`src/sv/nfv5_pkg.sv`:
```
// Shared constants, status codes and the front-to-back queue entry of the NetFlow v5 parser.
package nfv5_pkg;

    // Packet layout
    localparam int MAX_RECORDS  = 30;
    localparam int HEADER_BYTES = 24;
    localparam int RECORD_BYTES = 48;
    localparam logic [15:0] NF_VERSION = 16'd5;

    // Front position counters
    localparam int HPOS_W = $clog2(HEADER_BYTES + 1);
    localparam int OFF_W  = $clog2(RECORD_BYTES);
    localparam int CNT_W  = $clog2(MAX_RECORDS + 1);

    // Queue between front and back
    localparam int QDEPTH = 4;
    localparam int QPTR_W = $clog2(QDEPTH);

    // Time arithmetic constants
    localparam logic [31:0] NS_PER_SEC    = 32'd1000000000;
    localparam logic [19:0] NS_PER_MS     = 20'd1000000;
    localparam logic [9:0]  MS_PER_SEC    = 10'd1000;
    // ceil(2^38 / 1000): exact quotient of any 32-bit value by 1000 after >> 38
    localparam logic [28:0] DIV1000_MAGIC = 29'd274877907;
    localparam int DIV1000_SHIFT = 38;
    localparam int PROD_W        = 32 + 29;
    localparam int DQ_W          = PROD_W - DIV1000_SHIFT;
    localparam int NSEC_Q_MAX    = 4;
    localparam int NR_W          = 30;
    localparam int BASE_W        = 35;

    typedef enum logic [2:0] {
        ST_RECORD      = 3'd0,
        ST_TRUNCATED   = 3'd1,
        ST_BAD_VERSION = 3'd2,
        ST_TOO_MANY    = 3'd3,
        ST_SHORT_DATA  = 3'd4
    } t_status;

    // One result as handed from the front to the back, with the header timebase
    typedef struct packed {
        t_status     status;
        logic        last_record;
        logic [31:0] source_address;
        logic [31:0] destination_address;
        logic [15:0] source_port;
        logic [15:0] destination_port;
        logic [7:0]  protocol;
        logic [31:0] packet_count;
        logic [31:0] octet_count;
        logic [31:0] first_ms;
        logic [31:0] last_ms;
        logic [31:0] uptime;
        logic [31:0] seconds;
        logic [31:0] nanoseconds;
    } t_entry;

endpackage

```
`src/sv/nfv5_queue.sv`:
```
// Short FIFO of parsed results between the byte parser and the time pipeline.
module nfv5_queue (
    input  logic             i_clk,
    input  logic             i_rst_n,
    input  logic             i_push,
    input  nfv5_pkg::t_entry i_entry,
    input  logic             i_pop,
    output logic             o_full,
    output logic             o_valid,
    output nfv5_pkg::t_entry o_entry
);
    import nfv5_pkg::*;

    t_entry            r_mem [QDEPTH];
    logic [QPTR_W-1:0] r_wptr;
    logic [QPTR_W-1:0] r_rptr;
    logic [QPTR_W:0]   r_count;
    logic              do_push;
    logic              do_pop;

    assign o_full  = (r_count == (QPTR_W + 1)'(QDEPTH));
    assign o_valid = (r_count != '0);
    assign o_entry = r_mem[r_rptr];
    assign do_push = i_push && !o_full;
    assign do_pop  = i_pop && o_valid;

    // Storage
    always_ff @(posedge i_clk) begin
        if (do_push) begin
            r_mem[r_wptr] <= i_entry;
        end
    end

    // Pointers and fill level
    always_ff @(posedge i_clk) begin
        if (!i_rst_n) begin
            r_wptr  <= '0;
            r_rptr  <= '0;
            r_count <= '0;
        end else begin
            if (do_push) begin
                r_wptr <= r_wptr + QPTR_W'(1);
            end
            if (do_pop) begin
                r_rptr <= r_rptr + QPTR_W'(1);
            end
            case ({do_push, do_pop})
                2'b10:   r_count <= r_count + (QPTR_W + 1)'(1);
                2'b01:   r_count <= r_count - (QPTR_W + 1)'(1);
                default: r_count <= r_count;
            endcase
        end
    end

endmodule

```
`config.mk`:
```
export PLATFORM = sky130hd
export DESIGN_NAME = nfv5_queue
export DESIGN_NICKNAME = d
export VERILOG_FILES = /design/src/sv/nfv5_pkg.sv /design/src/sv/nfv5_queue.sv
export SDC_FILE = /design/constraint.sdc
export NUM_CORES = 1
export LEC_CHECK = 0
export ABC_AREA = 1
export BUFFER_PORTS_ARGS = -buffer_cell sky130_fd_sc_hd__buf_4
export CAP_MARGIN = 5
export CORE_MARGIN = 2
export CORE_UTILIZATION = 50
export DETAILED_ROUTE_END_ITERATION = 16
export HOLD_SLACK_MARGIN = 0.12
export PLACE_DENSITY_LB_ADDON = 0.2
export REMOVE_ABC_BUFFERS = 1
export SLEW_MARGIN = 15
export SYNTH_ARGS = -nofsm -noshare
export SYNTH_HDL_FRONTEND = slang
export SYNTH_SLANG_ARGS = --single-unit
```
`constraint.sdc`:
```
create_clock -name i_clk -period 23 [get_ports i_clk]
set_input_delay 4.6 -clock i_clk [delete_from_list [all_inputs] [get_ports i_clk]]
set_output_delay 4.6 -clock i_clk [all_outputs]
set_load 0.03 [all_outputs]
```
==> implementation parameters <==
Parameter                              Value

Layout
  Share of cells above drive strength 1    0.222
  Post-route standard cell area excluding fillers    59600 um2
  Synthesis-to-layout area growth    20.4%
  Fillers    7412
  Total Nets Final    4240
  Total area of multi-input combinational cells    8160 um2
  Total area of sequential cells    40100 um2

Synthesis
  Summed instance area of the synthesized netlist    49500 um2
  Count of cell types in the netlist    18
  Flip-flop and latch count after synthesis    1337
  Synthesis Warnings    0
  Most instantiated flip-flop cell in the synthesis netlist    edfxtp_1
  Cell count after synthesis    3279
  Mean instance size in the synthesized netlist    15.1 um2
  Top cell type's share of synthesized area    0.806
  Largest cells by area after synthesis    edfxtp_1 (81%), o21ai_0 (6.7%), nor2_1 (5.1%), o22ai_1 (4.2%), buf_6 (0.80%)
  Leading post-synthesis cells by instance count    edfxtp_1 (1328), nor2_1 (674), o21ai_0 (666), o22ai_1 (332), clkbuf_1 (97)
  Number of synthesized flops with an enable pin    1328
  Fraction of the yosys area taken by sequential cells    0.809
  Share of flip-flops with an asynchronous set or reset after synthesis    0
  Library cell occupying the most area in the post-synthesis netlist    edfxtp_1
  Most common cell in the synthesized netlist    edfxtp_1

Timing
  Setup repair after global routing missed its margin    no
  Worst clock skew on the final layout    22.9 ps
  Total count of hold-check failures in the final report    0
  Final count of negative-setup-slack endpoints    0
  Final TNS setup    0 ps
  Period utilisation layout    0.401
  Slew at the pin with the worst max-slew slack    1490 ps
  Count of pins over their slew limit    0
  Min cycle time layout    9230 ps
  Achievable frequency    108 MHz
  Rel. slew slack    0.00834

Placement
  Number of input and output port buffers inserted    669
  Area after DPL    55300 um2
  Half-perimeter wire length after detailed placement    64.9 mm
  Routability congestion estimate from global placement    0.781

Worst setup path
  CP arrival    4630 ps
  Critical path, cell by cell    clkinv_16, buf_4, buf_4, o21ai_0, o22ai_1, buf_4
  Worst-path maximum fanout    248
  Most repeated library cell on the critical path    buf_4
  Capture instance of the worst register-to-register path    r_mem[1][180]
  Largest delay share family, worst path    buffers and inverters
  Critical Path End Type    output pin
  Reg-to-reg slack, setup    19160 ps
  Count of buffer and inverter cells on the critical path    4
  CP max-delay cell    buf_4
  Crit Path Category    reg2out
  CP startpoint kind    flip-flop
  Worst path max stage delay    890 ps
  Depth of the worst register-to-register path    6
  CP Data Required Time    18400 ps
  FF-to-FF Start    r_count[1]

Clock tree
  Post-CTS setup buffer count    0
  CTS-repair resized insts    0
  CTS root buf    clkbuf_16
  TritonCTS Sinks    1337
  Total CTS buffers    137
  TritonCTS clock tree    built
  Clock transition at the registers of the reported paths    60 ps
  Number of H-tree branching levels    4
  Number of hold-repair buffers added at the cts stage    0
  Insertion delay of the later-clocked pin in the worst-skew pair    730 ps
  CTS Buffer Depth    3

Global route
  Global-route usage over all layers    0.226
  Number of global-route vias before repair    28400
  Maximum number of pins on one net before global-route repair    251
  Number of antenna violations at the first check in global routing    24
  Global-route wire length before repair    175 mm
  Gr ovfl total    0

Detailed routing
  Avg WL per Cell    22.2 um
  Post-Route WL    118 mm
  Total iterations of the first detailed-routing run    5
  Remaining antenna violation count after routing    0
  Number of violations reported at the end of detailed-routing iteration 0    2489
  Total vias in the final route    29500
  Final routed DRC violation total    0
  Via-to-Cell Ratio    5.56

Power
  Fraction of power consumed by the clock network    0.298
  Internal power component    4.72 mW
  Switching Share    0.333
  Sequential share of power    0.416
  Overall power after layout    7.08 mW
  Lkg Pwr    20.6 nW
  Power density over cell area    119 nW/um2
  Sw power    2.36 mW
  Combinational share of power    0.286
  Worst IR drop on VDD    81.8 uV

Die
  Die footprint    102000 um2
  Vertical die dimension    319 um
  Count of pins on the block boundary    670
  Die W    319 um
  Initial standard-cell utilization of the core    0.504
  Standard cell core area    98300 um2
  Row Count    115

Worst hold path
  Sink of the worst hold path    r_wptr[0]
  Worst min path class    reg2reg
  Hold_sp    r_wptr[0]
  Cell depth of the worst hold path    2

Job
  Max-cap check violation count    0

Outcome
  Run status    finished, final reports clean
-- through the flow --
step / std cells / util / setup slack (ps) / hold slack [ps]
finish: 5304 / 0.607 / 13770 / 507
global route: 5301 / 0.606 / 13530 / 530
CTS: 5287 / 0.606 / 13830 / 513
detailed placement: 5046 / 0.563 / 14700 / 505
global placement: 5046 / 0.563 / 14780 / 505
floorplan: 3059 / - / 75.2 / 462
-- kinds of logic (layout without fill, tap and decap cells) --
group,Yosys count,count (layout),share of synthesized area
AO/OA/AOI/OAI,1003,1003,0.110
adder cells (fa/ha/maj),6,6,0.00167
AND/OR/NAND/NOR,694,694,0.0528
flip-flops,1337,1337,0.809
other,0,17,0
buffers and inverters,239,960,0.0263
-- per-layer routing --
layer / global-route usage / up-vias / share of wire
met1: 0.283 / 14700 / 0.40
met2: 0.368 / 895 / 0.49
met4: 0.0978 / 16 / 0.035
met5: 0 / - / 0.00096
li1: - / 13700 / -
met3: 0.0663 / 211 / 0.073
-- area by class of cell --
cell class              count  share of cell area
diodes                     17            0.000714
clock buffers             174              0.0613
repair buffers            700              0.0898
clock inverters            67              0.0103
flip-flops and latches   1337               0.672
well taps                1287              0.0270
multi-input cells        1703               0.137
inverters                  19             0.00176
-- registers in the layout, indices dropped and copies added, names as in the netlist, named ones only --
signal and flops:
r_rptr 2, r_count 3, r_wptr 2, r_mem 1328
-- power groups by stage --
| stage | clock network (mW) | registers [mW] | logic [mW] |
|---|---|---|---|
| finish | 2.11 | 2.94 | 2.03 |
| global route | 2.25 | 2.96 | 2.15 |
| CTS | 2.15 | 2.95 | 2.04 |
| detailed placement | 0 | 3.00 | 2.04 |
| global placement | 0 | 2.99 | 2.03 |
| floorplan | 0 | 3.16 | 1.19 |
-- tightest hold or removal path: stages (launching register included) --
cell and delay [ps]:
dfxtp_1 340, nand2_1 70, a21oi_1 50
-- layout by cell type, fill, tap and decap left out, drive strengths merged, types with 9 or more instances in the layout --
cell | netlist | final
buf | 123 | 700
bufinv | 0 | 10
clkbuf | 97 | 174
clkinv | 0 | 53
dfxtp | 9 | 9
diode | 0 | 17
edfxtp | 1328 | 1328
inv | 19 | 23
nand2 | 15 | 15
nor2 | 674 | 674
o21ai | 666 | 666
o22ai | 332 | 332
-- how the worst max path moves through the flow --
stage	start	to	slack (ps)	cells after the start
final	flip-flop	o_entry[201]	13770	6
after global routing	flip-flop	o_entry[201]	13530	6
after CTS	flip-flop	o_entry[201]	13830	6
after detailed placement	flip-flop	o_entry[66]	14700	6
after global placement	flip-flop	o_entry[306]	14780	6
after floorplan	flip-flop	o_entry[0]	80	3
Note: power is estimated with default switching activity, not from simulation.
