--- src/sv/nfv5_pkg.sv ---
// Shared constants, status codes and the front-to-back queue entry of the NetFlow v5 parser.
package nfv5_pkg;

    // Packet layout
    localparam int MAX_RECORDS  = 30;
    localparam int HEADER_BYTES = 24;
    localparam int RECORD_BYTES = 48;
    localparam logic [15:0] NF_VERSION = 16'd5;

    // Front position counters
    localparam int HPOS_W = $clog2(HEADER_BYTES + 1);
    localparam int OFF_W  = $clog2(RECORD_BYTES);
    localparam int CNT_W  = $clog2(MAX_RECORDS + 1);

    // Queue between front and back
    localparam int QDEPTH = 4;
    localparam int QPTR_W = $clog2(QDEPTH);

    // Time arithmetic constants
    localparam logic [31:0] NS_PER_SEC    = 32'd1000000000;
    localparam logic [19:0] NS_PER_MS     = 20'd1000000;
    localparam logic [9:0]  MS_PER_SEC    = 10'd1000;
    // ceil(2^38 / 1000): exact quotient of any 32-bit value by 1000 after >> 38
    localparam logic [28:0] DIV1000_MAGIC = 29'd274877907;
    localparam int DIV1000_SHIFT = 38;
    localparam int PROD_W        = 32 + 29;
    localparam int DQ_W          = PROD_W - DIV1000_SHIFT;
    localparam int NSEC_Q_MAX    = 4;
    localparam int NR_W          = 30;
    localparam int BASE_W        = 35;

    typedef enum logic [2:0] {
        ST_RECORD      = 3'd0,
        ST_TRUNCATED   = 3'd1,
        ST_BAD_VERSION = 3'd2,
        ST_TOO_MANY    = 3'd3,
        ST_SHORT_DATA  = 3'd4
    } t_status;

    // One result as handed from the front to the back, with the header timebase
    typedef struct packed {
        t_status     status;
        logic        last_record;
        logic [31:0] source_address;
        logic [31:0] destination_address;
        logic [15:0] source_port;
        logic [15:0] destination_port;
        logic [7:0]  protocol;
        logic [31:0] packet_count;
        logic [31:0] octet_count;
        logic [31:0] first_ms;
        logic [31:0] last_ms;
        logic [31:0] uptime;
        logic [31:0] seconds;
        logic [31:0] nanoseconds;
    } t_entry;

endpackage

--- src/sv/nfv5_if.sv ---
// Valid/ready channel interfaces for packet bytes in and parsed results out.
interface nfv5_in_if;
    logic        valid;
    logic        ready;
    logic [7:0]  data_byte;
    logic        first_byte;
    logic [15:0] packet_length;
    logic        from_originator;

    modport source (output valid, data_byte, first_byte, packet_length, from_originator,
                    input ready);
    modport sink   (input valid, data_byte, first_byte, packet_length, from_originator,
                    output ready);
endinterface


--- src/sv/nfv5_front.sv ---
// Byte-level parser: header checks, record field capture and result push into the queue.
module nfv5_front (
    input  logic             i_clk,
    input  logic             i_rst_n,
    nfv5_in_if.sink          i_in,
    input  logic             i_full,
    output logic             o_push,
    output nfv5_pkg::t_entry o_entry
);
    import nfv5_pkg::*;

    // Parser state
    logic [HPOS_W-1:0] r_hpos, n_hpos;
    logic [OFF_W-1:0]  r_off, n_off;
    logic [CNT_W-1:0]  r_recnum, n_recnum;
    logic [CNT_W-1:0]  r_total, n_total;
    logic              r_dropped, n_dropped;
    logic [7:0]        r_ver_hi, n_ver_hi;
    logic [7:0]        r_cnt_hi, n_cnt_hi;
    logic [31:0]       r_uptime, n_uptime;
    logic [31:0]       r_secs, n_secs;
    logic [31:0]       r_nsecs, n_nsecs;

    // Record fields, shifted in as their bytes go by
    logic [31:0] r_src, n_src;
    logic [31:0] r_dst, n_dst;
    logic [31:0] r_pkts, n_pkts;
    logic [31:0] r_octs, n_octs;
    logic [31:0] r_first, n_first;
    logic [31:0] r_last, n_last;
    logic [15:0] r_sport, n_sport;
    logic [15:0] r_dport, n_dport;
    logic [7:0]  r_proto, n_proto;

    logic              accept;
    logic              active;
    logic [7:0]        b;
    logic [HPOS_W-1:0] cur_pos;
    logic [OFF_W-1:0]  cur_off;
    logic [CNT_W-1:0]  cur_rec;
    logic [CNT_W:0]    rec_next;
    logic [15:0]       count;
    logic [15:0]       need_len;
    logic              err_fire;
    t_status           err_code;

    assign i_in.ready = !i_full;
    assign accept     = i_in.valid && i_in.ready;
    assign active     = accept && i_in.from_originator && (i_in.first_byte || !r_dropped);
    assign b          = i_in.data_byte;
    assign cur_pos    = i_in.first_byte ? '0 : r_hpos;
    assign cur_off    = i_in.first_byte ? '0 : r_off;
    assign cur_rec    = i_in.first_byte ? '0 : r_recnum;
    assign rec_next   = {1'b0, cur_rec} + (CNT_W + 1)'(1);
    assign count      = {r_cnt_hi, b};
    assign need_len   = 16'(HEADER_BYTES) + 16'(count[CNT_W-1:0]) * 16'(RECORD_BYTES);

    // Next-state logic for one beat
    always_comb begin
        n_hpos    = r_hpos;
        n_off     = r_off;
        n_recnum  = r_recnum;
        n_total   = r_total;
        n_dropped = r_dropped;
        n_ver_hi  = r_ver_hi;
        n_cnt_hi  = r_cnt_hi;
        n_uptime  = r_uptime;
        n_secs    = r_secs;
        n_nsecs   = r_nsecs;
        n_src     = r_src;
        n_dst     = r_dst;
        n_pkts    = r_pkts;
        n_octs    = r_octs;
        n_first   = r_first;
        n_last    = r_last;
        n_sport   = r_sport;
        n_dport   = r_dport;
        n_proto   = r_proto;
        err_fire  = 1'b0;
        err_code  = ST_TRUNCATED;
        o_push    = 1'b0;
        o_entry   = '0;

        if (accept && !i_in.from_originator && i_in.first_byte) begin
            // responder packet start abandons the running packet
            n_dropped = 1'b1;
        end else if (active) begin
            if (i_in.first_byte) begin
                n_hpos    = '0;
                n_off     = '0;
                n_recnum  = '0;
                n_total   = '0;
                n_dropped = 1'b0;
            end
            if (i_in.first_byte && (i_in.packet_length < 16'(HEADER_BYTES))) begin
                err_fire = 1'b1;
                err_code = ST_TRUNCATED;
            end else if (cur_pos < HPOS_W'(HEADER_BYTES)) begin
                // header bytes
                n_hpos = cur_pos + HPOS_W'(1);
                case (cur_pos) inside
                    5'd0: begin
                        n_ver_hi = b;
                    end
                    5'd1: begin
                        if ({r_ver_hi, b} != NF_VERSION) begin
                            err_fire = 1'b1;
                            err_code = ST_BAD_VERSION;
                        end
                    end
                    5'd2: begin
                        n_cnt_hi = b;
                    end
                    5'd3: begin
                        if (count > 16'(MAX_RECORDS)) begin
                            err_fire = 1'b1;
                            err_code = ST_TOO_MANY;
                        end else if (i_in.packet_length < need_len) begin
                            err_fire = 1'b1;
                            err_code = ST_SHORT_DATA;
                        end else begin
                            n_total = count[CNT_W-1:0];
                            if (count == 16'd0) begin
                                n_dropped = 1'b1;
                            end
                        end
                    end
                    [5'd4:5'd7]: begin
                        n_uptime = {r_uptime[23:0], b};
                    end
                    [5'd8:5'd11]: begin
                        n_secs = {r_secs[23:0], b};
                    end
                    [5'd12:5'd15]: begin
                        n_nsecs = {r_nsecs[23:0], b};
                    end
                    default: begin
                    end
                endcase
            end else begin
                // record bytes
                case (cur_off) inside
                    [6'd0:6'd3]:   n_src   = {r_src[23:0], b};
                    [6'd4:6'd7]:   n_dst   = {r_dst[23:0], b};
                    [6'd16:6'd19]: n_pkts  = {r_pkts[23:0], b};
                    [6'd20:6'd23]: n_octs  = {r_octs[23:0], b};
                    [6'd24:6'd27]: n_first = {r_first[23:0], b};
                    [6'd28:6'd31]: n_last  = {r_last[23:0], b};
                    [6'd32:6'd33]: n_sport = {r_sport[7:0], b};
                    [6'd34:6'd35]: n_dport = {r_dport[7:0], b};
                    6'd38:         n_proto = b;
                    default: begin
                    end
                endcase
                if (cur_off == OFF_W'(RECORD_BYTES - 1)) begin
                    n_off    = '0;
                    n_recnum = rec_next[CNT_W-1:0];
                    o_push   = 1'b1;
                    o_entry.status              = ST_RECORD;
                    o_entry.last_record         = (rec_next >= {1'b0, r_total});
                    o_entry.source_address      = r_src;
                    o_entry.destination_address = r_dst;
                    o_entry.source_port         = r_sport;
                    o_entry.destination_port    = r_dport;
                    o_entry.protocol            = r_proto;
                    o_entry.packet_count        = r_pkts;
                    o_entry.octet_count         = r_octs;
                    o_entry.first_ms            = r_first;
                    o_entry.last_ms             = r_last;
                    o_entry.uptime              = r_uptime;
                    o_entry.seconds             = r_secs;
                    o_entry.nanoseconds         = r_nsecs;
                    if (rec_next >= {1'b0, r_total}) begin
                        n_dropped = 1'b1;
                    end
                end else begin
                    n_off = cur_off + OFF_W'(1);
                end
            end

            // error result: status only, packet ignored from here on
            if (err_fire) begin
                n_dropped           = 1'b1;
                o_push              = 1'b1;
                o_entry             = '0;
                o_entry.status      = err_code;
                o_entry.last_record = 1'b1;
            end
        end
    end

    // Control state
    always_ff @(posedge i_clk) begin
        if (!i_rst_n) begin
            r_hpos    <= '0;
            r_off     <= '0;
            r_recnum  <= '0;
            r_total   <= '0;
            r_dropped <= 1'b1;
            r_ver_hi  <= '0;
            r_cnt_hi  <= '0;
            r_uptime  <= '0;
            r_secs    <= '0;
            r_nsecs   <= '0;
        end else begin
            r_hpos    <= n_hpos;
            r_off     <= n_off;
            r_recnum  <= n_recnum;
            r_total   <= n_total;
            r_dropped <= n_dropped;
            r_ver_hi  <= n_ver_hi;
            r_cnt_hi  <= n_cnt_hi;
            r_uptime  <= n_uptime;
            r_secs    <= n_secs;
            r_nsecs   <= n_nsecs;
        end
    end

    // Record payload
    always_ff @(posedge i_clk) begin
        r_src   <= n_src;
        r_dst   <= n_dst;
        r_pkts  <= n_pkts;
        r_octs  <= n_octs;
        r_first <= n_first;
        r_last  <= n_last;
        r_sport <= n_sport;
        r_dport <= n_dport;
        r_proto <= n_proto;
    end

endmodule

--- src/flat_wrapper.sv ---
// flat-port wrapper written by rule: the top's interface ports become plain ports
module nfv5_front_flat import nfv5_pkg::*;
  (i_clk, i_rst_n, i_full, o_push, o_entry, i_in_valid, i_in_data_byte, i_in_first_byte, i_in_packet_length, i_in_from_originator, i_in_ready);
  nfv5_in_if i_in_i ();
  input  logic i_clk;
  input  logic i_rst_n;
  input  logic i_full;
  output logic o_push;
  output nfv5_pkg::t_entry o_entry;
  input wire logic [$bits(i_in_i.valid)-1:0] i_in_valid;
  input wire logic [$bits(i_in_i.data_byte)-1:0] i_in_data_byte;
  input wire logic [$bits(i_in_i.first_byte)-1:0] i_in_first_byte;
  input wire logic [$bits(i_in_i.packet_length)-1:0] i_in_packet_length;
  input wire logic [$bits(i_in_i.from_originator)-1:0] i_in_from_originator;
  output wire logic [$bits(i_in_i.ready)-1:0] i_in_ready;
  assign i_in_i.valid = i_in_valid;
  assign i_in_i.data_byte = i_in_data_byte;
  assign i_in_i.first_byte = i_in_first_byte;
  assign i_in_i.packet_length = i_in_packet_length;
  assign i_in_i.from_originator = i_in_from_originator;
  assign i_in_ready = i_in_i.ready;
  nfv5_front u_core (.i_clk(i_clk), .i_rst_n(i_rst_n), .i_in(i_in_i), .i_full(i_full), .o_push(o_push), .o_entry(o_entry));
endmodule
--- config.mk ---
export PLATFORM = sky130hd
export DESIGN_NAME = nfv5_front_flat
export DESIGN_NICKNAME = d
export VERILOG_FILES = /design/src/sv/nfv5_pkg.sv /design/src/sv/nfv5_if.sv /design/src/sv/nfv5_front.sv /design/src/flat_wrapper.sv
export SDC_FILE = /design/constraint.sdc
export NUM_CORES = 1
export LEC_CHECK = 0
export BUFFER_PORTS_ARGS = -buffer_cell sky130_fd_sc_hd__clkbuf_2
export CAP_MARGIN = 20
export CELL_PAD_IN_SITES_DETAIL_PLACEMENT = 1
export CELL_PAD_IN_SITES_GLOBAL_PLACEMENT = 1
export CORE_MARGIN = 1
export CORE_UTILIZATION = 42
export DETAILED_ROUTE_END_ITERATION = 10
export PLACE_DENSITY_LB_ADDON = 0.1
export SLEW_MARGIN = 20
export SYNTH_ARGS = -nofsm -noshare
export SYNTH_HDL_FRONTEND = slang
export SYNTH_SLANG_ARGS = --single-unit
--- constraint.sdc ---
create_clock -name i_clk -period 6 [get_ports i_clk]
set_input_delay 0.3 -clock i_clk [delete_from_list [all_inputs] [get_ports i_clk]]
set_output_delay 0.3 -clock i_clk [all_outputs]
set_load 0.005 [all_outputs]
==> run summary <==
Outcome = completed
Placer Congestion = 0.7804
Post-synth cell types = 62
Layout cells sized above 1 = 27.01%
Clk_lat worst skew = 550 ps
Antenna-violating nets left = 0
Slew Limit Headroom = 30.19%
Total track usage = 22.60%
I/O Buffers = 360
Tmin final = 4989 ps
Wire per inst = 20.07 um
Diode count = 0
Core area = 0.03679 mm2
Area Overhead vs Synth = 20.88%
Netlist Area Pre-Place = 0.01577 mm2
Maximum fanout along the worst path = 19
Leakage power = 8.702 nW
RSZ-0062 raised after global routing = no
IO Pins = 364
Vias in the first global route = 11710
Final TNS setup = 0 ps
Avg Cell Area, Syn = 11.31 um2
Residual DRC = 0
DR vias/cell = 5.301
Die area = 0.03833 mm2
Initial drt markers = 729
H-tree Lvls = 2
Share of the synthesized area in the top cell type = 44.17%
Largest net degree at the start of global routing = 127
Die X-Extent = 195.8 um
Fmax = 200.4 MHz
EDFF count, synth = 232
# resized after CTS = 0
Mapped Cells = 1394
Detailed Route WL = 44090 um
Longest Clk Path Bufs = 3
Drt pass-1 iters = 5
Synth Flop Type = edfxtp_1
Vias = 11650
HP Class = input port to register
Nets = 1766
Final hold vios = 0
Worst slew pin tran = 1047 ps
Initial Util = 42.87%
Async set-reset flop share out of synthesis = 0%
Num CTS Buffers = 41
Period utilization = 83.15%
Most frequent cell after synthesis = and3_1
Placed instance count = 2125
Sequential share of the synthesized area = 61.18%
Grt ovf = 0
Final core utilization = 51.83%
TritonCTS clock tree = built
CTS Hold Bufs = 0
Worst Path Arrival = 4690 ps
Setup Fix Bufs, Post-CTS = 0
Final Non-Filler Cells = 2197
Sink Count = 366
Worst R2R Start = u_core.r_dropped
Register bit total from synthesis = 366
Synth area leaders = edfxtp_1 (44%), dfxtp_1 (17%), and3_1 (13%)
Slew Limit Fails = 0
Row Count = 70
Worst vdd ir = 0.1637 mV
CP Launch Point = i_in_data_byte[1]
CP Launch Type = input port
Critical Path Sink Type = output port
Worst Path Required = 5700 ps
Worst clock skew = 9.668 ps
Clock-pin slew on the worst setup and hold paths = 60 ps
Global-route wire length before repair = 67700 um
Post-synth top cells = and3_1 (332), edfxtp_1 (232), nand2_1 (143), dfxtp_1 (134), a21oi_1 (85)
Area leader, netlist = edfxtp_1
Synthesized Nets = 1460
# setup viols final = 0
Max Cap Viol = 0
Initial antenna violation count = 2
Synthesis Warnings = 0
Root Driver = clkbuf_16
Hold Crit Start = i_rst_n
DP HPWL = 27880 um
PwrDens = 271.5 mW/mm2
Critical path class = input port to output port
Die Y = 195.8 um
metrics by stage:
stage	setup slack, ps	power (mW)	hold slack [ps]	instance area, um2
after floorplan	1399	2.807	398.9	15770
after global placement	1008	2.869	419.7	17820
after detailed placement	968.1	2.873	424.3	17820
after CTS	940.4	5.253	63.72	19060
after global routing	615.4	5.346	91.20	19060
final	1011	5.177	94.93	19060
worst max-delay path, stage by stage:
cell	delay [ps]
clkbuf_2	500
inv_1	270
fa_1	510
xor2_1	190
nor3b_1	310
and3_1	270
mux2_1	340
a2bb2oi_1	150
ha_1	270
a21oi_1	170
a21boi_0	110
nor3b_1	500
a221oi_1	150
o21a_1	260
a21oi_1	160
clkbuf_2	210
routing by layer:
| layer | wire length, um | global-route usage [%] |
|---|---|---|
| met2 | 21430 | 38.02 |
| met3 | 2468 | 4.521 |
| met5 | 30 | 0 |
| met4 | 746 | 6.134 |
| met1 | 19410 | 29.72 |
sequential cells by signal, indices dropped and copies added, names as in the netlist, 6 cells and up:
| name | cells |
|---|---|
| u_core.r_sport | 16 |
| u_core.r_ver_hi | 8 |
| u_core.r_secs | 32 |
| u_core.r_src | 32 |
| u_core.r_off | 6 |
| u_core.r_dst | 32 |
| u_core.r_first | 32 |
| u_core.r_nsecs | 32 |
| u_core.r_pkts | 32 |
| u_core.r_cnt_hi | 8 |
| u_core.r_uptime | 32 |
| u_core.r_octs | 32 |
| u_core.r_last | 32 |
| u_core.r_dport | 16 |
| u_core.r_proto | 8 |
cells by family (layout without fill, tap and decap cells):
group,Yosys count,in the layout,share of synthesized area [%]
simple gates,647,647,22.63
flops,366,366,61.18
buf+inv,142,477,4.276
compound gates,140,140,5.077
mux,52,52,3.316
fa+ha+maj,36,36,2.904
xor+xnor,11,11,0.6109
worst paths after layout:
check / to / slack, ps / depth (start not counted)
worst min-delay path: u_core.r_hpos[3] / 90 / 2
worst max-delay path: o_entry[328] / 1010 / 16
worst min register to register: u_core.r_src[11] / 430 / 0
worst max register to register: u_core.r_pkts[1] / 3040 / 6
power by group:
part / switching [mW] / internal [mW] / total, mW
sequential: 0.00179 / 2.66 / 2.66
combinational: 0.114 / 0.0447 / 0.159
clock: 0.985 / 1.37 / 2.36
total: 1.10 / 4.08 / 5.18
cell usage in the layout, fill, tap and decap left out, types with 8 or more instances in the layout:
cell type | netlist | routed
ha_1 | 35 | 35
inv_1 | 20 | 19
nand2_1 | 143 | 143
clkinv_2 | 0 | 11
nand3_1 | 11 | 11
a21oi_1 | 85 | 85
dfxtp_1 | 134 | 134
mux2i_1 | 50 | 50
nand2b_1 | 13 | 13
buf_4 | 3 | 21
and3_1 | 332 | 332
o21ai_0 | 21 | 21
edfxtp_1 | 232 | 232
nor2_1 | 78 | 74
clkbuf_2 | 0 | 360
clkbuf_16 | 0 | 41
nor3_1 | 13 | 10
nor2b_1 | 8 | 8
cell type report:
| type | count | area, um2 |
|---|---|---|
| well taps | 468 | 585.6 |
| flip-flops and latches | 366 | 9649 |
| fillers | 4006 | 17720 |
| clock buffers | 52 | 1095 |
| clock inverters | 20 | 150.1 |
| multi-input cells | 886 | 5493 |
| inverters | 21 | 81.33 |
| repair buffers | 384 | 2011 |
Power figures use the tool's default switching activity.
