`src/sv/nfv5_pkg.sv`:
```
// Shared constants, status codes and the front-to-back queue entry of the NetFlow v5 parser.
package nfv5_pkg;

    // Packet layout
    localparam int MAX_RECORDS  = 30;
    localparam int HEADER_BYTES = 24;
    localparam int RECORD_BYTES = 48;
    localparam logic [15:0] NF_VERSION = 16'd5;

    // Front position counters
    localparam int HPOS_W = $clog2(HEADER_BYTES + 1);
    localparam int OFF_W  = $clog2(RECORD_BYTES);
    localparam int CNT_W  = $clog2(MAX_RECORDS + 1);

    // Queue between front and back
    localparam int QDEPTH = 4;
    localparam int QPTR_W = $clog2(QDEPTH);

    // Time arithmetic constants
    localparam logic [31:0] NS_PER_SEC    = 32'd1000000000;
    localparam logic [19:0] NS_PER_MS     = 20'd1000000;
    localparam logic [9:0]  MS_PER_SEC    = 10'd1000;
    // ceil(2^38 / 1000): exact quotient of any 32-bit value by 1000 after >> 38
    localparam logic [28:0] DIV1000_MAGIC = 29'd274877907;
    localparam int DIV1000_SHIFT = 38;
    localparam int PROD_W        = 32 + 29;
    localparam int DQ_W          = PROD_W - DIV1000_SHIFT;
    localparam int NSEC_Q_MAX    = 4;
    localparam int NR_W          = 30;
    localparam int BASE_W        = 35;

    typedef enum logic [2:0] {
        ST_RECORD      = 3'd0,
        ST_TRUNCATED   = 3'd1,
        ST_BAD_VERSION = 3'd2,
        ST_TOO_MANY    = 3'd3,
        ST_SHORT_DATA  = 3'd4
    } t_status;

    // One result as handed from the front to the back, with the header timebase
    typedef struct packed {
        t_status     status;
        logic        last_record;
        logic [31:0] source_address;
        logic [31:0] destination_address;
        logic [15:0] source_port;
        logic [15:0] destination_port;
        logic [7:0]  protocol;
        logic [31:0] packet_count;
        logic [31:0] octet_count;
        logic [31:0] first_ms;
        logic [31:0] last_ms;
        logic [31:0] uptime;
        logic [31:0] seconds;
        logic [31:0] nanoseconds;
    } t_entry;

endpackage

```
`src/sv/nfv5_if.sv`:
```


interface nfv5_out_if;
    logic        valid;
    logic        ready;
    logic [2:0]  status;
    logic [31:0] start_seconds;
    logic [31:0] end_seconds;
    logic [31:0] source_address;
    logic [31:0] destination_address;
    logic [15:0] source_port;
    logic [15:0] destination_port;
    logic [7:0]  protocol;
    logic [31:0] packet_count;
    logic [31:0] octet_count;
    logic        last_record;

    modport source (output valid, status, start_seconds, end_seconds, source_address,
                    destination_address, source_port, destination_port, protocol,
                    packet_count, octet_count, last_record,
                    input ready);
    modport sink   (input valid, status, start_seconds, end_seconds, source_address,
                    destination_address, source_port, destination_port, protocol,
                    packet_count, octet_count, last_record,
                    output ready);
endinterface

```
`src/sv/nfv5_back.sv`:
```
// Time pipeline: converts flow start and end uptimes to unix seconds and drives the result port.
module nfv5_back (
    input  logic             i_clk,
    input  logic             i_rst_n,
    input  logic             i_valid,
    input  nfv5_pkg::t_entry i_entry,
    output logic             o_pop,
    nfv5_out_if.source       o_out
);
    import nfv5_pkg::*;

    // Lane 0 is the flow start, lane 1 the flow end.
    logic en;

    // Stage valids and carried entries
    logic   r_v1, r_v2, r_v3, r_v4, r_ov;
    t_entry r_e1, r_e2, r_e3, r_e4, r_oe;

    // Stage 1: elapsed ms and split of the nanoseconds word
    logic [31:0]     n_d1 [2];
    logic [31:0]     r_d1 [2];
    logic [2:0]      n_nq1;
    logic [NR_W-1:0] n_nr1;
    logic [2:0]      r_nq1, r_nq2, r_nq3;
    logic [NR_W-1:0] r_nr1, r_nr2, r_nr3, r_nr4;

    // Stage 2: reciprocal product
    logic [PROD_W-1:0] r_p2 [2];
    logic [31:0]       r_d2 [2];

    // Stage 3: quotient and remainder by 1000
    logic [DQ_W-1:0] n_dq3 [2];
    logic [9:0]      n_dr3 [2];
    logic [DQ_W-1:0] r_dq3 [2];
    logic [9:0]      r_dr3 [2];

    // Stage 4: remainder in ns and whole-second base
    logic [NR_W-1:0]   r_x4 [2];
    logic [BASE_W-1:0] r_base4 [2];

    // Output stage
    logic [BASE_W-1:0] n_res [2];
    logic [31:0]       n_sec [2];
    logic [31:0]       r_osec [2];

    assign en    = !r_ov || o_out.ready;
    assign o_pop = en && i_valid;

    // Stage 1 logic
    always_comb begin
        n_d1[0] = i_entry.uptime - i_entry.first_ms;
        n_d1[1] = i_entry.uptime - i_entry.last_ms;
        n_nq1   = '0;
        for (int k = 1; k <= NSEC_Q_MAX; k++) begin
            if (i_entry.nanoseconds >= 32'(k) * NS_PER_SEC) begin
                n_nq1 = 3'(k);
            end
        end
        n_nr1 = NR_W'(i_entry.nanoseconds - 32'(n_nq1) * NS_PER_SEC);
    end

    // Stage 3 logic
    always_comb begin
        for (int l = 0; l < 2; l++) begin
            n_dq3[l] = r_p2[l][PROD_W-1:DIV1000_SHIFT];
            n_dr3[l] = 10'(r_d2[l] - 32'(n_dq3[l]) * 32'(MS_PER_SEC));
        end
    end

    // Output logic: borrow from the sub-second part, then saturate; status-only results give zero
    always_comb begin
        for (int l = 0; l < 2; l++) begin
            n_res[l] = r_base4[l] - BASE_W'(r_x4[l] > r_nr4);
            if (r_e4.status != ST_RECORD || n_res[l][BASE_W-1]) begin
                n_sec[l] = '0;
            end else if (|n_res[l][BASE_W-2:32]) begin
                n_sec[l] = '1;
            end else begin
                n_sec[l] = n_res[l][31:0];
            end
        end
    end

    // Stage valids
    always_ff @(posedge i_clk) begin
        if (!i_rst_n) begin
            r_v1 <= 1'b0;
            r_v2 <= 1'b0;
            r_v3 <= 1'b0;
            r_v4 <= 1'b0;
            r_ov <= 1'b0;
        end else if (en) begin
            r_v1 <= i_valid;
            r_v2 <= r_v1;
            r_v3 <= r_v2;
            r_v4 <= r_v3;
            r_ov <= r_v4;
        end
    end

    // Stage payload
    always_ff @(posedge i_clk) begin
        if (en) begin
            r_e1  <= i_entry;
            r_e2  <= r_e1;
            r_e3  <= r_e2;
            r_e4  <= r_e3;
            r_oe  <= r_e4;
            r_nq1 <= n_nq1;
            r_nq2 <= r_nq1;
            r_nq3 <= r_nq2;
            r_nr1 <= n_nr1;
            r_nr2 <= r_nr1;
            r_nr3 <= r_nr2;
            r_nr4 <= r_nr3;
            for (int l = 0; l < 2; l++) begin
                r_d1[l]    <= n_d1[l];
                r_p2[l]    <= PROD_W'(r_d1[l]) * PROD_W'(DIV1000_MAGIC);
                r_d2[l]    <= r_d1[l];
                r_dq3[l]   <= n_dq3[l];
                r_dr3[l]   <= n_dr3[l];
                r_x4[l]    <= NR_W'(r_dr3[l]) * NR_W'(NS_PER_MS);
                r_base4[l] <= BASE_W'(r_e3.seconds) + BASE_W'(r_nq3) - BASE_W'(r_dq3[l]);
                r_osec[l]  <= n_sec[l];
            end
        end
    end

    // Result port
    assign o_out.valid               = r_ov;
    assign o_out.status              = r_oe.status;
    assign o_out.start_seconds       = r_osec[0];
    assign o_out.end_seconds         = r_osec[1];
    assign o_out.source_address      = r_oe.source_address;
    assign o_out.destination_address = r_oe.destination_address;
    assign o_out.source_port         = r_oe.source_port;
    assign o_out.destination_port    = r_oe.destination_port;
    assign o_out.protocol            = r_oe.protocol;
    assign o_out.packet_count        = r_oe.packet_count;
    assign o_out.octet_count         = r_oe.octet_count;
    assign o_out.last_record         = r_oe.last_record;

endmodule

```
`src/flat_wrapper.sv`:
```
// flat-port wrapper written by rule: the top's interface ports become plain ports
module nfv5_back_flat import nfv5_pkg::*;
  (i_clk, i_rst_n, i_valid, i_entry, o_pop, o_out_valid, o_out_status, o_out_start_seconds, o_out_end_seconds, o_out_source_address, o_out_destination_address, o_out_source_port, o_out_destination_port, o_out_protocol, o_out_packet_count, o_out_octet_count, o_out_last_record, o_out_ready);
  nfv5_out_if o_out_i ();
  input  logic i_clk;
  input  logic i_rst_n;
  input  logic i_valid;
  input  nfv5_pkg::t_entry i_entry;
  output logic o_pop;
  output wire logic [$bits(o_out_i.valid)-1:0] o_out_valid;
  output wire logic [$bits(o_out_i.status)-1:0] o_out_status;
  output wire logic [$bits(o_out_i.start_seconds)-1:0] o_out_start_seconds;
  output wire logic [$bits(o_out_i.end_seconds)-1:0] o_out_end_seconds;
  output wire logic [$bits(o_out_i.source_address)-1:0] o_out_source_address;
  output wire logic [$bits(o_out_i.destination_address)-1:0] o_out_destination_address;
  output wire logic [$bits(o_out_i.source_port)-1:0] o_out_source_port;
  output wire logic [$bits(o_out_i.destination_port)-1:0] o_out_destination_port;
  output wire logic [$bits(o_out_i.protocol)-1:0] o_out_protocol;
  output wire logic [$bits(o_out_i.packet_count)-1:0] o_out_packet_count;
  output wire logic [$bits(o_out_i.octet_count)-1:0] o_out_octet_count;
  output wire logic [$bits(o_out_i.last_record)-1:0] o_out_last_record;
  input wire logic [$bits(o_out_i.ready)-1:0] o_out_ready;
  assign o_out_valid = o_out_i.valid;
  assign o_out_status = o_out_i.status;
  assign o_out_start_seconds = o_out_i.start_seconds;
  assign o_out_end_seconds = o_out_i.end_seconds;
  assign o_out_source_address = o_out_i.source_address;
  assign o_out_destination_address = o_out_i.destination_address;
  assign o_out_source_port = o_out_i.source_port;
  assign o_out_destination_port = o_out_i.destination_port;
  assign o_out_protocol = o_out_i.protocol;
  assign o_out_packet_count = o_out_i.packet_count;
  assign o_out_octet_count = o_out_i.octet_count;
  assign o_out_last_record = o_out_i.last_record;
  assign o_out_i.ready = o_out_ready;
  nfv5_back u_core (.i_clk(i_clk), .i_rst_n(i_rst_n), .i_valid(i_valid), .i_entry(i_entry), .o_pop(o_pop), .o_out(o_out_i));
endmodule
```
`config.mk`:
```
export PLATFORM = sky130hd
export DESIGN_NAME = nfv5_back_flat
export DESIGN_NICKNAME = d
export VERILOG_FILES = /design/src/sv/nfv5_pkg.sv /design/src/sv/nfv5_if.sv /design/src/sv/nfv5_back.sv /design/src/flat_wrapper.sv
export SDC_FILE = /design/constraint.sdc
export NUM_CORES = 2
export LEC_CHECK = 0
export ABC_AREA = 0
export BUFFER_PORTS_ARGS = -buffer_cell sky130_fd_sc_hd__clkbuf_2
export CELL_PAD_IN_SITES_DETAIL_PLACEMENT = 1
export CELL_PAD_IN_SITES_GLOBAL_PLACEMENT = 1
export CORE_MARGIN = 2
export CORE_UTILIZATION = 52
export DETAILED_ROUTE_END_ITERATION = 6
export PLACE_DENSITY_LB_ADDON = 0.1
export SLEW_MARGIN = 20
export SYNTH_ARGS = -nofsm -noshare
export SYNTH_HDL_FRONTEND = slang
export SYNTH_SLANG_ARGS = --single-unit
export TNS_END_PERCENT = 20
```
`constraint.sdc`:
```
create_clock -name i_clk -period 53.8 [get_ports i_clk]
set_input_delay 16.14 -clock i_clk [delete_from_list [all_inputs] [get_ports i_clk]]
set_output_delay 16.14 -clock i_clk [all_outputs]
set_load 0.03 [all_outputs]
```
==> metrics.sh <==
FLOORPLAN.INITIALDENSITY_PCT=52.2
MAXSLEWHEADROOM_PCT=25.6
GRT_ANTENNA_BEFORE_REPAIR=10
HTREE_LEVELS=4
DESIGN.DIE.AREA_UM2=173000
COREAREA_UM2=169000
POST_ROUTE_CELLS_DRIVE_ABOVE_1_SHARE_PCT=12.3
SEQ_AREA_FRAC_SYNTH_PCT=49.9
MAXCAPVIOLCOUNT=0
ARRIVAL_NS=17.34
SYNTH_COMPOUND_AREA_SHARE_PCT=4.99
WORST-R2R-SETUP-SLACK_NS=45.33
WORSTREG2REGEND='u_core.r_p2[0][120]'
ASYNC_FLOP_SHARE_PCT=0
CTS_SETUP_BUFFERS=0
WORST_SLEW_PIN_SLEW_NS=1.12
TIMING_WORST_SETUP_PATH_TYPE='input port to primary output'
DP_HPWL_UM=160000
NUMCLOCKSINKS=1468
DATA_REQUIRED_TIME_OF_THE_WORST_PATH_NS=37.66
YOSYS.AREA_SHARE.SIMPLE_PCT=4.35
FINAL_PERIOD_UTILIZATION_PCT=62.2
ROUTED_WIRE_LENGTH_PER_INSTANCE_UM=21.2
NETLIST-CELL-TYPE-COUNT=86
MAX_FREQ_GHz=0.0299
FILL_CELLS=16700
MAX-CLOCK-PATH-BUFFERS=3
MAXSLEWVIOLCOUNT=0
TRITONCTS.NUM_BUFFERS=151
SYNTH.CELL_AREA_UM2=88200
LAYOUT_COMMON_CELLS='sky130_fd_sc_hd__edfxtp_1 (1463), sky130_fd_sc_hd__inv_1 (1391), sky130_fd_sc_hd__ha_1 (1147)'
POST_SYNTH_XOR_AREA_FRACTION_PCT=3.21
WIRELENGTH_UM=203000
STARTPOINT_OF_THE_LOWEST_SLACK_HOLD_PATH='u_core.r_e3[310]'
AREA.GROWTH.SYNTH_TO_FINAL_PCT=12.5
FLOORPLAN.ROWS=151
TRACK_USAGE_PCT=23.9
TIMING.CRITICAL_PATH.CELLS='clkbuf_2, nor2b_1, nor2b_1, clkbuf_2'
DRC=0
ANT_NETS=0
FIN_WORST_HOLD_SLACK_NS=0.396
DIE_W_UM=416
ROUTABILITYCONGESTION=0.867
CRITICAL_PATH_SLOWEST_STAGE_CELL='sky130_fd_sc_hd__nor2b_1'
SYNTH_TOP_FAMILY_BY_AREA='adder cells'
GRT_SETUP_UNREPAIRED='no'
NUMPLACEDINSTANCES=9264
R2R-START='u_core.r_d1[0][52]'
SYNTH_ADDER_AREA_SHARE_PCT=31.3
NETLIST_INSTANCES=6454
CRITICAL_PATH_FANOUT_MAX=7
OUTCOME='complete, no violations'
CRITPATHBUFINV=2
CLK_TRANSITION_REPORTED_PATHS_NS=0.06
MIN_TO='u_core.r_e4[310]'
WORSTHOLDPATHCELLS=0
MUXSHAREOFSYNTHAREA_PCT=0.0908
CLOCK_TREE.ROOT_CELL='sky130_fd_sc_hd__clkbuf_16'
SYNTH.FF_LATCH_COUNT=1468
VIAS=50100
CRIT_FAMILY='simple AND/OR/NAND/NOR gates'
CTS-RESIZED-GATES=0
CLKLATENCYLATEPIN_NS=0.83
DOMINANTREGCELLSYNTH='sky130_fd_sc_hd__edfxtp_1'
FP.DIEH_UM=416
FINALNETCOUNT=9342
POST_LAYOUT_NONFILLER_INSTANCES=9542
FINAL_HOLD_VIOL_COUNT=0
POSTSYNTHNETCOUNT=8597
R2R.WORST_PATH.CELLS=22
ENDPOINT_KIND='primary output'
PIN_COUNT_OF_THE_BIGGEST_NET_ENTERING_GLOBAL_ROUTING=180
SETUP_SKEW_NS=0.0660
PERIOD_MINUS_SLACK_NS=33.48
CTSHOLDBUFFERS=0
FINAL_COMMON_CELL='sky130_fd_sc_hd__edfxtp_1'
DRT-INITIAL-DRC-COUNT=2448
DRTPASS1ITERATIONS=6
GRT_PASS1_WL_UM=315000
CRITPATHMAXSTAGEDELAY_NS=0.72
PORTBUFFERS=573
OVERFLOW=0
SETUP-VIOLATIONS-FINAL=0
HOLD_WC_PATH_TYPE='flop to flop'
TRITONCTS='built'
SYNTH.AVG_CELL_AREA_UM2=13.7
FLOORPLAN.IO_PINS=574
AVGVIACOUNTPERCELL=5.25
SYNTH-EDFF-COUNT=1463
FIRST_GLOBAL_VIAS=55700
SYNTHESIS.YOSYS.WARNINGS=0
TIMING.SETUP.TNS_NS=0
CRIT_PATH_START_KIND='input port'
-- final cells by class --
type / count / area, um2 / area share (%)
inverter: 1392 / 5230 / 5.28
tap: 2218 / 2780 / 2.80
clock inverter: 108 / 1320 / 1.33
timing repair buffer: 618 / 3230 / 3.26
antenna: 2 / 5.00 / 0.00505
clock buffer: 168 / 3840 / 3.88
sequential: 1468 / 44000 / 44.4
multi-input combinational: 3568 / 38700 / 39.0
-- synthesized netlist by cell type, drive strengths merged (33+ instances only) --
cell    instances  area, um2
edfxtp       1463      43900
inv          1392       5230
ha           1147      14400
fa            660      13200
a21oi         250       1260
xnor2         225       1970
nor2          172        648
nand2         143        544
o21ai         126        638
xor2           98        858
a21o           80        601
nor3           80        438
nand3          75        375
nor2b          50        313
and3           39        244
nand4          34        213
o21a           33        248
-- through the flow --
step	worst slack, ns	utilization [%]	cell area, um2
after floorplan	7.65	-	88200
after global placement	20.44	55.6	94000
after detailed placement	20.37	55.6	94000
after CTS	20.33	58.7	99100
after global routing	20.23	58.7	99100
final	20.32	58.7	99200
-- worst max path at each step --
stage	endpoint	start	cells past startpoint
after floorplan	u_core.o_out.destination_address[0]	o_out_ready	3
after global placement	o_pop	o_out_ready	4
after detailed placement	o_pop	o_out_ready	4
after CTS	o_pop	o_out_ready	4
after global routing	o_pop	o_out_ready	4
final	o_pop	o_out_ready	4
-- per-layer routing --
metal | up-vias | part of all wire [%] | track usage, %
met3 | 305 | 3.7 | 3.53
li1 | 23600 | - | -
met4 | 16 | 2.8 | 6.98
met2 | 965 | 51 | 42.1
met5 | - | 0.051 | 0
met1 | 25200 | 43 | 30.5
-- registers in the layout (all words and copies together) (netlist names), 30 cells and up --
| register | cells |
|---|---|
| u_core.r_osec | 64 |
| u_core.r_nr3 | 30 |
| u_core.r_e3 | 204 |
| u_core.o_out.destination_address | 32 |
| u_core.r_nr1 | 30 |
| u_core.r_e4 | 172 |
| u_core.o_out.source_address | 32 |
| u_core.r_base4 | 70 |
| u_core.o_out.packet_count | 32 |
| u_core.r_p2 | 46 |
| u_core.r_e2 | 204 |
| u_core.r_nr2 | 30 |
| u_core.r_e1 | 204 |
| u_core.r_nr4 | 30 |
| u_core.o_out.octet_count | 32 |
| u_core.r_d1 | 64 |
| u_core.r_dq3 | 46 |
| u_core.r_x4 | 48 |
-- cell families (layout without fill, tap and decap cells) --
| kind of cell | count (synthesis) | after routing |
|---|---|---|
| AND/OR/NAND/NOR | 739 | 739 |
| XOR/XNOR | 323 | 323 |
| AO/OA/AOI/OAI | 691 | 691 |
| other | 0 | 2 |
| multiplexers | 8 | 8 |
| buffers and inverters | 1418 | 2286 |
| flip-flops | 1468 | 1468 |
| adder cells (fa/ha/maj) | 1807 | 1807 |
Power is left out: the tool's default activity adds up to more than one toggle a clock period on the data nets, which glitch-free logic cannot reach.
